--- src/sv/positional_ordered_list_macros.svh ---
// Assertion helpers for the ordered list block.
`ifndef POSITIONAL_ORDERED_LIST_MACROS_SVH
`define POSITIONAL_ORDERED_LIST_MACROS_SVH

`ifndef SYNTHESIS
// Condition that must hold at every clock edge outside reset.
`define POL_CHECK(lbl, clk, rst_n, cond, msg) \
    lbl: assert property (@(posedge clk) disable iff (!rst_n) (cond)) else $error(msg);
// Implication checked at every clock edge outside reset.
`define POL_IMPLY(lbl, clk, rst_n, ante, cons, msg) \
    lbl: assert property (@(posedge clk) disable iff (!rst_n) (ante) |-> (cons)) else $error(msg);
`else
`define POL_CHECK(lbl, clk, rst_n, cond, msg)
`define POL_IMPLY(lbl, clk, rst_n, ante, cons, msg)
`endif

`endif

--- src/sv/pol_pkg.sv ---
`default_nettype none

package pol_pkg;

    localparam int unsigned OPC_W   = 3;
    localparam int unsigned VAL_W   = 32;
    localparam int unsigned POS_W   = 8;
    localparam int unsigned STAT_W  = 2;
    localparam int unsigned COUNT_W = 5;

    typedef enum logic [OPC_W-1:0] {
        OP_APPEND   = 3'd0,
        OP_PREPEND  = 3'd1,
        OP_RM_FIRST = 3'd2,
        OP_RM_LAST  = 3'd3,
        OP_RM_AT    = 3'd4,
        OP_INS_AT   = 3'd5,
        OP_DUMP     = 3'd6
    } t_op;

    typedef enum logic [STAT_W-1:0] {
        ST_DONE    = 2'd0,
        ST_IGNORED = 2'd1,
        ST_FULL    = 2'd2
    } t_status;

endpackage

`default_nettype wire

--- src/sv/pol_in_if.sv ---
`default_nettype none

interface pol_in_if;
    logic                      valid;
    logic                      ready;
    logic [pol_pkg::OPC_W-1:0] opcode;
    logic signed [pol_pkg::VAL_W-1:0] value;
    logic [pol_pkg::POS_W-1:0] position;

    modport source (output valid, output opcode, output value, output position, input ready);
    modport sink   (input valid, input opcode, input value, input position, output ready);
endinterface

`default_nettype wire

--- src/sv/pol_out_if.sv ---
`default_nettype none

interface pol_out_if;
    logic                        valid;
    logic                        ready;
    logic [pol_pkg::STAT_W-1:0]  status;
    logic [pol_pkg::COUNT_W-1:0] count;
    logic signed [pol_pkg::VAL_W-1:0] element;
    logic                        element_valid;
    logic                        last;

    modport source (output valid, output status, output count, output element,
                    output element_valid, output last, input ready);
    modport sink   (input valid, input status, input count, input element,
                    input element_valid, input last, output ready);
endinterface

`default_nettype wire

--- src/sv/positional_ordered_list.sv ---
// Edits: each shifted element takes a memory read, then a write; m = elements
//   shifted (insert at index k of n: m = n-k; remove at k: m = n-k-1); a refused
//   edit or an empty dump goes straight to the result. No new request until it is loaded.
// Dump of n: each element takes a memory read, then an output load; no new
//   request until the last is loaded. An output stall holds either sequence.
// Reset (synchronous, active low): count cleared, output empty; cells undefined.
`default_nettype none

`include "positional_ordered_list_macros.svh"

module positional_ordered_list #(
    parameter int unsigned CAPACITY = 16
) (
    input  wire logic  i_clk,
    input  wire logic  i_rst_n,
    pol_in_if.sink     i_req,
    pol_out_if.source  o_res
);

    localparam int unsigned IW    = $clog2(CAPACITY);
    localparam int unsigned HW    = $clog2(CAPACITY + 1);
    localparam int unsigned CMP_W = pol_pkg::POS_W + 1;

    typedef enum logic [7:0] {
        S_IDLE    = 8'b0000_0001,
        S_UP_RD   = 8'b0000_0010,
        S_UP_WR   = 8'b0000_0100,
        S_DN_RD   = 8'b0000_1000,
        S_DN_WR   = 8'b0001_0000,
        S_DUMP_RD = 8'b0010_0000,
        S_DUMP_WR = 8'b0100_0000,
        S_DONE    = 8'b1000_0000
    } t_state;

    t_state                       r_state, n_state;
    logic [HW-1:0]                r_held, n_held;
    logic [IW-1:0]                r_idx, n_idx;
    logic [IW-1:0]                r_tgt, n_tgt;
    logic [pol_pkg::VAL_W-1:0]    r_val, n_val;
    pol_pkg::t_status             r_stat, n_stat;

    logic                         r_ov, n_ov;
    pol_pkg::t_status             r_o_stat, n_o_stat;
    logic [pol_pkg::COUNT_W-1:0]  r_o_count, n_o_count;
    logic [pol_pkg::VAL_W-1:0]    r_o_elem, n_o_elem;
    logic                         r_o_ev, n_o_ev;
    logic                         r_o_last, n_o_last;

    logic                         mem_we, mem_re;
    logic [IW-1:0]                mem_waddr, mem_raddr;
    logic [pol_pkg::VAL_W-1:0]    mem_wdata, mem_rdata;

    logic                         out_free, full, empty, idx_is_tail;
    logic [CMP_W-1:0]             pos_ext, held_ext;
    logic [IW-1:0]                pos_idx;

    pol_mem #(.DEPTH(CAPACITY)) u_mem (
        .i_clk   (i_clk),
        .i_we    (mem_we),
        .i_waddr (mem_waddr),
        .i_wdata (mem_wdata),
        .i_re    (mem_re),
        .i_raddr (mem_raddr),
        .o_rdata (mem_rdata)
    );

    assign out_free    = !r_ov || o_res.ready;
    assign full        = (r_held == HW'(CAPACITY));
    assign empty       = (r_held == '0);
    assign pos_ext     = CMP_W'(i_req.position);
    assign held_ext    = CMP_W'(r_held);
    assign pos_idx     = IW'(i_req.position - pol_pkg::POS_W'(1));
    assign idx_is_tail = ((HW'(r_idx) + HW'(1)) == r_held);

    assign i_req.ready = (r_state == S_IDLE);

    assign o_res.valid         = r_ov;
    assign o_res.status        = r_o_stat;
    assign o_res.count         = r_o_count;
    assign o_res.element       = r_o_elem;
    assign o_res.element_valid = r_o_ev;
    assign o_res.last          = r_o_last;

    always_comb begin
        n_state   = r_state;
        n_held    = r_held;
        n_idx     = r_idx;
        n_tgt     = r_tgt;
        n_val     = r_val;
        n_stat    = r_stat;
        n_ov      = r_ov && !o_res.ready;
        n_o_stat  = r_o_stat;
        n_o_count = r_o_count;
        n_o_elem  = r_o_elem;
        n_o_ev    = r_o_ev;
        n_o_last  = r_o_last;
        mem_we    = 1'b0;
        mem_waddr = r_idx;
        mem_wdata = mem_rdata;
        mem_re    = 1'b0;
        mem_raddr = r_idx;

        case (r_state)
            S_IDLE: begin
                if (i_req.valid) begin
                    n_val  = i_req.value;
                    n_stat = pol_pkg::ST_DONE;
                    n_idx  = IW'(r_held);
                    case (i_req.opcode)
                        pol_pkg::OP_APPEND: begin
                            n_tgt = IW'(r_held);
                            if (full) begin
                                n_stat  = pol_pkg::ST_FULL;
                                n_state = S_DONE;
                            end else begin
                                n_state = S_UP_RD;
                            end
                        end
                        pol_pkg::OP_PREPEND: begin
                            n_tgt = '0;
                            if (full) begin
                                n_stat  = pol_pkg::ST_FULL;
                                n_state = S_DONE;
                            end else begin
                                n_state = S_UP_RD;
                            end
                        end
                        pol_pkg::OP_RM_FIRST: begin
                            n_idx = '0;
                            if (empty) begin
                                n_stat  = pol_pkg::ST_IGNORED;
                                n_state = S_DONE;
                            end else begin
                                n_state = S_DN_RD;
                            end
                        end
                        pol_pkg::OP_RM_LAST: begin
                            n_idx = IW'(r_held - HW'(1));
                            if (empty) begin
                                n_stat  = pol_pkg::ST_IGNORED;
                                n_state = S_DONE;
                            end else begin
                                n_state = S_DN_RD;
                            end
                        end
                        pol_pkg::OP_RM_AT: begin
                            n_idx = pos_idx;
                            if (pos_ext == '0 || pos_ext > held_ext) begin
                                n_stat  = pol_pkg::ST_IGNORED;
                                n_state = S_DONE;
                            end else begin
                                n_state = S_DN_RD;
                            end
                        end
                        pol_pkg::OP_INS_AT: begin
                            n_tgt = pos_idx;
                            // position check takes precedence over full
                            if (pos_ext == '0 || pos_ext > held_ext + CMP_W'(1)) begin
                                n_stat  = pol_pkg::ST_IGNORED;
                                n_state = S_DONE;
                            end else if (full) begin
                                n_stat  = pol_pkg::ST_FULL;
                                n_state = S_DONE;
                            end else begin
                                n_state = S_UP_RD;
                            end
                        end
                        pol_pkg::OP_DUMP: begin
                            n_idx = '0;
                            if (empty) begin
                                n_state = S_DONE;
                            end else begin
                                n_state = S_DUMP_RD;
                            end
                        end
                        default: begin
                            n_stat  = pol_pkg::ST_IGNORED;
                            n_state = S_DONE;
                        end
                    endcase
                end
            end
            S_UP_RD: begin
                if (r_idx == r_tgt) begin
                    mem_we    = 1'b1;
                    mem_waddr = r_tgt;
                    mem_wdata = r_val;
                    n_held    = r_held + HW'(1);
                    n_state   = S_DONE;
                end else begin
                    mem_re    = 1'b1;
                    mem_raddr = r_idx - IW'(1);
                    n_state   = S_UP_WR;
                end
            end
            S_UP_WR: begin
                mem_we  = 1'b1;
                n_idx   = r_idx - IW'(1);
                n_state = S_UP_RD;
            end
            S_DN_RD: begin
                if (idx_is_tail) begin
                    n_held  = r_held - HW'(1);
                    n_state = S_DONE;
                end else begin
                    mem_re    = 1'b1;
                    mem_raddr = r_idx + IW'(1);
                    n_state   = S_DN_WR;
                end
            end
            S_DN_WR: begin
                mem_we  = 1'b1;
                n_idx   = r_idx + IW'(1);
                n_state = S_DN_RD;
            end
            S_DUMP_RD: begin
                mem_re  = 1'b1;
                n_state = S_DUMP_WR;
            end
            S_DUMP_WR: begin
                if (out_free) begin
                    n_ov      = 1'b1;
                    n_o_stat  = pol_pkg::ST_DONE;
                    n_o_count = pol_pkg::COUNT_W'(r_held);
                    n_o_elem  = mem_rdata;
                    n_o_ev    = 1'b1;
                    n_o_last  = idx_is_tail;
                    if (idx_is_tail) begin
                        n_state = S_IDLE;
                    end else begin
                        n_idx   = r_idx + IW'(1);
                        n_state = S_DUMP_RD;
                    end
                end
            end
            S_DONE: begin
                if (out_free) begin
                    n_ov      = 1'b1;
                    n_o_stat  = r_stat;
                    n_o_count = pol_pkg::COUNT_W'(r_held);
                    n_o_elem  = '0;
                    n_o_ev    = 1'b0;
                    n_o_last  = 1'b1;
                    n_state   = S_IDLE;
                end
            end
            default: begin
                n_state = S_IDLE;
            end
        endcase
    end

    always_ff @(posedge i_clk) begin
        if (!i_rst_n) begin
            r_state <= S_IDLE;
            r_held  <= '0;
            r_ov    <= 1'b0;
        end else begin
            r_state <= n_state;
            r_held  <= n_held;
            r_ov    <= n_ov;
        end
    end

    always_ff @(posedge i_clk) begin
        r_idx     <= n_idx;
        r_tgt     <= n_tgt;
        r_val     <= n_val;
        r_stat    <= n_stat;
        r_o_stat  <= n_o_stat;
        r_o_count <= n_o_count;
        r_o_elem  <= n_o_elem;
        r_o_ev    <= n_o_ev;
        r_o_last  <= n_o_last;
    end

    `POL_CHECK(a_held_bound, i_clk, i_rst_n, r_held <= HW'(CAPACITY), "count above capacity")
    `POL_IMPLY(a_up_above_tgt, i_clk, i_rst_n, r_state == S_UP_WR, r_idx > r_tgt, "shift up past target")
    `POL_IMPLY(a_dn_in_list, i_clk, i_rst_n, r_state == S_DN_WR, (HW'(r_idx) + HW'(1)) < r_held, "shift down past tail")
    `POL_IMPLY(a_held_commit, i_clk, i_rst_n, $past(i_rst_n) && (r_held != $past(r_held)), $past(r_state == S_UP_RD) || $past(r_state == S_DN_RD), "count changed outside commit")

endmodule

`default_nettype wire

--- src/sv/pol_mem.sv ---
`default_nettype none

module pol_mem #(
    parameter int unsigned DEPTH = 16
) (
    input  wire logic                            i_clk,
    input  wire logic                            i_we,
    input  wire logic [$clog2(DEPTH)-1:0]        i_waddr,
    input  wire logic [pol_pkg::VAL_W-1:0]       i_wdata,
    input  wire logic                            i_re,
    input  wire logic [$clog2(DEPTH)-1:0]        i_raddr,
    output logic      [pol_pkg::VAL_W-1:0]       o_rdata
);

    logic [pol_pkg::VAL_W-1:0] r_mem [DEPTH];

    always_ff @(posedge i_clk) begin
        if (i_we) begin
            r_mem[i_waddr] <= i_wdata;
        end
    end

    // read data holds until the next read
    always_ff @(posedge i_clk) begin
        if (i_re) begin
            o_rdata <= r_mem[i_raddr];
        end
    end

endmodule

`default_nettype wire
--- src/flat_wrapper.sv ---
// flat-port wrapper written by rule: the top's interface ports become plain ports
module positional_ordered_list_flat 
#(
    parameter int unsigned CAPACITY = 16
)
  (i_clk, i_rst_n, i_req_valid, i_req_opcode, i_req_value, i_req_position, i_req_ready, o_res_valid, o_res_status, o_res_count, o_res_element, o_res_element_valid, o_res_last, o_res_ready);
  pol_in_if i_req_i ();
  pol_out_if o_res_i ();
  input  wire logic i_clk;
  input  wire logic i_rst_n;
  input wire logic [$bits(i_req_i.valid)-1:0] i_req_valid;
  input wire logic [$bits(i_req_i.opcode)-1:0] i_req_opcode;
  input wire logic [$bits(i_req_i.value)-1:0] i_req_value;
  input wire logic [$bits(i_req_i.position)-1:0] i_req_position;
  output wire logic [$bits(i_req_i.ready)-1:0] i_req_ready;
  output wire logic [$bits(o_res_i.valid)-1:0] o_res_valid;
  output wire logic [$bits(o_res_i.status)-1:0] o_res_status;
  output wire logic [$bits(o_res_i.count)-1:0] o_res_count;
  output wire logic [$bits(o_res_i.element)-1:0] o_res_element;
  output wire logic [$bits(o_res_i.element_valid)-1:0] o_res_element_valid;
  output wire logic [$bits(o_res_i.last)-1:0] o_res_last;
  input wire logic [$bits(o_res_i.ready)-1:0] o_res_ready;
  assign i_req_i.valid = i_req_valid;
  assign i_req_i.opcode = i_req_opcode;
  assign i_req_i.value = i_req_value;
  assign i_req_i.position = i_req_position;
  assign i_req_ready = i_req_i.ready;
  assign o_res_valid = o_res_i.valid;
  assign o_res_status = o_res_i.status;
  assign o_res_count = o_res_i.count;
  assign o_res_element = o_res_i.element;
  assign o_res_element_valid = o_res_i.element_valid;
  assign o_res_last = o_res_i.last;
  assign o_res_i.ready = o_res_ready;
  positional_ordered_list #(.CAPACITY(CAPACITY)) u_core (.i_clk(i_clk), .i_rst_n(i_rst_n), .i_req(i_req_i), .o_res(o_res_i));
endmodule
--- config.mk ---
export PLATFORM = sky130hd
export DESIGN_NAME = positional_ordered_list_flat
export DESIGN_NICKNAME = d
export VERILOG_FILES = /design/src/sv/pol_pkg.sv /design/src/sv/pol_in_if.sv /design/src/sv/pol_out_if.sv /design/src/sv/positional_ordered_list.sv /design/src/sv/pol_mem.sv /design/src/flat_wrapper.sv
export VERILOG_INCLUDE_DIRS = /design/src /design/src/sv
export SDC_FILE = /design/constraint.sdc
export NUM_CORES = 1
export LEC_CHECK = 0
export ABC_AREA = 0
export BUFFER_PORTS_ARGS = -buffer_cell sky130_fd_sc_hd__clkbuf_2
export CORE_ASPECT_RATIO = 1.25
export CORE_MARGIN = 4
export CORE_UTILIZATION = 60
export DETAILED_ROUTE_END_ITERATION = 12
export HOLD_SLACK_MARGIN = 0.1
export PLACE_DENSITY = 0.78
export SLEW_MARGIN = 5
export SYNTH_ARGS = -nofsm -noshare
export SYNTH_HDL_FRONTEND = slang
export SYNTH_SLANG_ARGS = --single-unit
--- constraint.sdc ---
create_clock -name i_clk -period 5.7 [get_ports i_clk]
set_input_delay 0.855 -clock i_clk [delete_from_list [all_inputs] [get_ports i_clk]]
set_output_delay 0.855 -clock i_clk [all_outputs]
set_load 0.05 [all_outputs]
Word-level counts from Yosys, hierarchy flattened
Memory sizes are Yosys's and may differ from the RTL's. A register that Yosys moved wholly into a read port is not among the register bits.
Index checks and enable logic that the tools add are counted.
{"block": "totals", "register_bits": 97, "ramBits": 512, "inputBits": 47, "out_inout_bits": 43, "wordCells": 122, "mem_count": 1}
{"memory": "u_core.u_mem.r_mem", "words": 16, "width": 32, "rd": 1, "rd_ports_with_merged_regs": 1, "wr": 1, "line": "pol_mem.sv:15", "text": "logic [pol_pkg::VAL_W-1:0] r_mem [DEPTH];"}
{"block": "classes", "n_addsub": 7, "order_cmp": 2, "eq_ne": 22, "n_mux": 53, "n_reduce_logical": 25}
{"cell": "$mux 32", "count": 4}
{"cell": "$mux 8", "count": 10}
{"cell": "$pmux 32 s2", "count": 1}
{"cell": "$pmux 8 s8", "count": 1}
{"cell": "$pmux 8 s5", "count": 1}
{"cell": "$mux 4", "count": 6}
{"cell": "$pmux 4 s3", "count": 2}
{"cell": "$pmux 4 s4", "count": 1}
{"cell": "$reduce_and 3->1", "count": 5}
{"cell": "$mux 1", "count": 12}
{"cell": "$mux 5", "count": 2}
{"cell": "$pmux 2 s5", "count": 1}
{"cell": "$pmux 5 s2", "count": 1}
{"cell": "$reduce_or 2->1", "count": 5}
{"cell": "$eq 3x3->1 const B", "count": 3}
{"cell": "$logic_not 9->1", "count": 1}
{"cell": "$eq 8x1->1 const B", "count": 1}
{"cell": "$eq 8x2->1 const B", "count": 1}
{"cell": "$eq 8x3->1 const B", "count": 1}
{"cell": "$eq 8x4->1 const B", "count": 1}
{"cell": "$eq 8x5->1 const B", "count": 1}
{"cell": "$eq 8x6->1 const B", "count": 1}
{"cell": "$eq 8x7->1 const B", "count": 1}
{"cell": "$eq 8x8->1 const B", "count": 1}
{"cell": "other kinds (30)", "count": 45}

Longest topological paths before layout
{"block": "logic_depth", "depth_word": 7, "ltp_mapped": 16, "ltp_nobuf": 12}

Cells and area by module
Synthesis repeated with hierarchy kept, for this count alone.
{"block": "unflattened", "hier_cells": 1309, "area_unflattened_um2": 25483.2}
{"mod": "pol_mem", "instances": 1, "cells_per_inst": 838, "area_each_um2": 20155.6, "seq_area_each_um2": 16335.7}
{"mod": "positional_ordered_list", "instances": 1, "cells_per_inst": 471, "area_each_um2": 5327.6, "seq_area_each_um2": 2772.7}

Least setup slack after synthesis
OpenSTA, ideal clock, no wires.
{"block": "synth_path", "kind": "register -> register", "start": "reg u_core.r_state[1]", "end": "reg u_core.r_o_elem (netlist bit u_core.o_res.element[0]), enable pin", "arrival_ns": 4.189, "required_time_ns": 5.216, "slack_ns": 1.026, "path_stages_with_launch": 5, "path_buffers": 1, "cell_sequence": "dfxtp_1 or4_1 or4_1 clkbuf_1 a21boi_0"}
{"block": "synth_between", "elab_chain_len": 3, "word_cells_on_any_way": 6, "cone_classes": "eq/ne (4); reduce/logical (2)"}
{"element": "from (decl)", "line": "positional_ordered_list.sv:35", "text": "t_state r_state, n_state;"}
{"element": "from (signal assigned)", "line": "positional_ordered_list.sv:259", "text": "r_state <= n_state;"}
{"element": "$eq 8x8->1 / $eq 8x7->1 (equally long branches)", "line": "positional_ordered_list.sv:103", "text": "case (r_state)"}
{"element": "$ne 2x1->1 (no line) / $reduce_bool 2->1 (equally long branches)"}
{"element": "$reduce_and 3->1 (no line) (*)"}
{"element": "to (signal assigned)", "line": "positional_ordered_list.sv:272", "text": "r_o_elem <= n_o_elem;"}
{"element": "to (decl)", "line": "positional_ordered_list.sv:45", "text": "logic [pol_pkg::VAL_W-1:0] r_o_elem, n_o_elem;"}
Mark *: on every way between the ends. The rest lies on a longest branch, timed or not.
A chain may end at the register's enable or synchronous reset.

Worst setup path after layout
{"block": "layout_path", "start": "reg u_core.r_idx[0]", "end": "reg u_core.u_mem.o_rdata[18] in the netlist's numbering, read port of u_core.u_mem.r_mem, data pin"}
{"block": "layout_between", "elab_chain_len": 4, "word_cells_on_any_way": 11, "cone_classes": "add/sub (3); eq/ne (2); mux (6)"}
{"element": "from (decl)", "line": "positional_ordered_list.sv:37", "text": "logic [IW-1:0] r_idx, n_idx;"}
{"element": "from (signal assigned)", "line": "positional_ordered_list.sv:266", "text": "r_idx <= n_idx;"}
{"element": "$add 4x1->5", "line": "positional_ordered_list.sv:73", "text": "assign idx_is_tail = ((HW'(r_idx) + HW'(1)) == r_held);"}
{"element": "$eq 5x5->1", "line": "positional_ordered_list.sv:73"}
{"element": "$mux 1 / $mux 4 (equally long branches)"}
{"element": "$pmux 1 s3 / $pmux 4 s2 (equally long branches)", "line": "positional_ordered_list.sv:103"}
{"element": "to (decl)", "line": "pol_mem.sv:12", "text": "output logic [pol_pkg::VAL_W-1:0] o_rdata"}
Parallel ways exist; a longest one is shown, timed or not.

==> key figures <==
Global route
  – GRT Total Usage: 24.6%
  – First-pass GRT wire length: around 84000 µm
  – GRT overflow: 0
  – Antenna violations before repair: 1
  – Largest net degree at the start of global routing: 67
  – Vias in the first global route: between 10k and 15k

CTS
  – Clock root buffer: clkbuf_16
  – Reg clk slew, reported paths: approximately 60 ps
  – Post-CTS setup repair buffer count: 0
  – Hold_buf cts: 0
  – H-tree levels: 2
  – Gates resized, CTS repair: 0
  – Worst skew pair latency: approximately 590 ps
  – CTS tree: yes
  – TritonCTS Buffers: 58
  – Clk sinks: roughly 640
  – Clock Tree Buf Depth: 3

Logic synthesis
  – Seq/Total Area, Yosys: 74.5%
  – Cells after Synth: roughly 1.5k
  – Number of synthesized flops with an enable pin: between 600 and 700
  – Synthesized area per cell: 16.9 µm²
  – Syn_nets: around 1.6k
  – FF+latch count, synth: about 640
  – Yosys warning total: 0
  – Largest cells by area after synthesis: edfxtp_1 73%, mux2i_1 10%, o22ai_1 3.2%
  – Synth cell types: 68
  – Post-synth ARST share: 0%
  – Ys flop type: edfxtp_1
  – Mapped cell area: approximately 26000 µm²
  – Cell accounting for the most synthesized area: edfxtp_1
  – Top cell type's share of synthesized area: about 73%

Place
  – Post-DP HPWL: approximately 31000 µm
  – IO buf count: between 80 and 90
  – GPL Wtd Cong: a little over 0.9

Floorplan
  – Floorplan core area: roughly 42000 µm²
  – Die height: ~240 µm
  – Starting density of the core: about three fifths
  – Die Area: roughly 46000 µm²
  – Die width: 193 µm
  – Site Rows: 84
  – # IOs: 90

Drt
  – Vias: roughly 14k
  – DRT Pass-1 Iters: 6
  – Final WL: 57100 µm
  – DRT iter0 DRCs: 1324
  – Routed Antenna Nets: 0
  – DRC errors left: 0
  – Post-DR wirelength/cell: 25.6 µm
  – Vias per cell: 6.28

STA
  – Slew Limit Headroom: 31.2%
  – Final Max Tran Viols: 0
  – RSZ-0062 raised after global routing: no
  – Endpoints failing hold: 0
  – Smallest hold slack: roughly 440 ps
  – Final setup fails: 0
  – Skew final: between 10 and 15 ps
  – Max Clk Rate: around 210 MHz
  – Setup TNS: 0 ps
  – Period utilization: between 80 and 90%
  – Minimum clock period after layout: 4680 ps
  – Slew @ Worst Pin: a little over 1000 ps

Setup path
  – CP Capture Type: register
  – Worst Path Max Fanout: 66
  – Crit path launch type: register
  – Worst EP arrival: ~5000 ps
  – Crit path kind: register to register
  – Critical path required time: around 6000 ps

Pwr
  – Psw: ~2.7 mW
  – Internal cell power: 8.02 mW
  – Flop pwr share: 49.8%
  – Power per cell area: ~370 nW/µm²
  – Switching Fraction: between 20% and 30%
  – Logic gate share of total power: between 10% and 20%
  – Clock network power share: between 30% and 40%
  – Leak pwr: around 9.8 nW
  – Worst vdd ir: 0.289 mV

Finish
  – Commonest non-fill, non-tap cell in the layout: edfxtp_1
  – Most frequent cells in the layout: 627 x edfxtp_1, 257 x mux2i_1, 133 x o22ai_1
  – Layout area overhead: 12.2%
  – Final-stage net count: roughly 1.7k
  – Diodes inserted: 0
  – Share of cells above drive strength 1: 17.1%

Hold path
  – Worst Hold Class: primary input to register

Run
  – MaxCap Viol Count: 0

Outcome
  – Outcome: finished, final reports clean
cell families (layout without fill, tap and decap cells):
kind of cell / after synthesis / count (layout) / share of synthesized area (%)
xor+xnor: 20 / 20 / 0.683
compound gates: 216 / 216 / 5.56
buf+inv: 100 / 254 / 1.87
flops: 641 / 641 / 74.5
simple gates: 234 / 234 / 5.04
fa+ha+maj: 17 / 17 / 0.830
mux: 290 / 290 / 11.5
routing by layer:
metal	vias to the layer above	routed length [µm]	GRT usage [%]
met5	-	0	0
met1	7047	22300	33.3
li1	6234	-	-
met4	0	1360	6.37
met3	103	4210	3.16
met2	623	29200	42.8
path summary, 6_finish.rpt:
path                         endpoint  depth (start not counted)                     start  slack (ps)
max          u_core.u_mem.o_rdata[18]                         10           u_core.r_idx[0]        1020
min                  u_core.r_val[18]                          1           i_req_value[18]         440
max reg2reg  u_core.u_mem.o_rdata[18]                         10           u_core.r_idx[0]        1020
min reg2reg  u_core.o_res.element[25]                          1  u_core.u_mem.o_rdata[25]         550
critical path, stage by stage (launching register included):
cell and delay [ps]:
edfxtp_1 700, ha_1 420, xor2_1 100, a32o_1 340, o211ai_2 490, a21oi_2 170
xnor2_2 740, buf_12 460, mux2i_1 260, o22ai_1 90, or4_1 560
metrics by stage:
stage	util, %	area, µm²	power, mW	setup WS, ps	instances
final	68.2	28800	10.7	1020	2231
after global routing	68.2	28800	11.1	719	2231
after CTS	68.2	28800	10.7	1070	2231
after detailed placement	63.9	26900	7.04	1090	2130
after global placement	63.9	26900	6.99	1200	2130
after floorplan	-	25600	6.57	1030	1518
area by class of cell:
| class | count | area, µm² |
|---|---|---|
| multi-input cells | 777 | 6210 |
| fillers | 2707 | 13400 |
| inverters | 18 | 67.6 |
| clock inverters | 32 | 328 |
| repair buffers | 135 | 853 |
| flip-flops and latches | 641 | 19100 |
| clock buffers | 69 | 1490 |
| well taps | 559 | 699 |
sequential cells by signal (all words and copies together) (netlist names), 4 cells and up:
signal / cells
u_core.r_idx: 4
u_core.o_res.count: 5
u_core.r_tgt: 4
u_core.u_mem.o_rdata: 32
u_core.u_mem.r_mem: 512
u_core.r_state: 8
u_core.r_held: 5
u_core.o_res.element: 32
u_core.r_val: 32
synthesized netlist by cell type, drive strengths merged, types with 2 or more instances:
cell    count
and3        3
dfxtp      14
or3         7
a221oi      2
a211oi      6
or4        35
nand4b      3
o211a       2
nor3       18
a21oi      20
nor4        4
nand2      36
o21ai      19
edfxtp    627
or2         4
inv        17
ha         17
o221ai      2
a21boi      2
xor2        5
nand2b     11
nor2       49
o22ai     133
a22oi       3
o21a        3
nand4       4
nand3b      4
buf        49
clkbuf     33
mux2i     257
and2       36
xnor2      15
mux2       33
o211ai      6
nand3      13
a31oi       2
nor2b       5
a41oi       4
o31ai       2
power groups by stage:
stage	combinational, mW	sequential (mW)	clock, mW
final	1.63	5.32	3.73
after global routing	1.73	5.32	4.00
after CTS	1.63	5.32	3.78
after detailed placement	1.62	5.42	0
after global placement	1.57	5.42	0
after floorplan	1.19	5.39	0
Note: power is estimated with default switching activity, not from simulation.
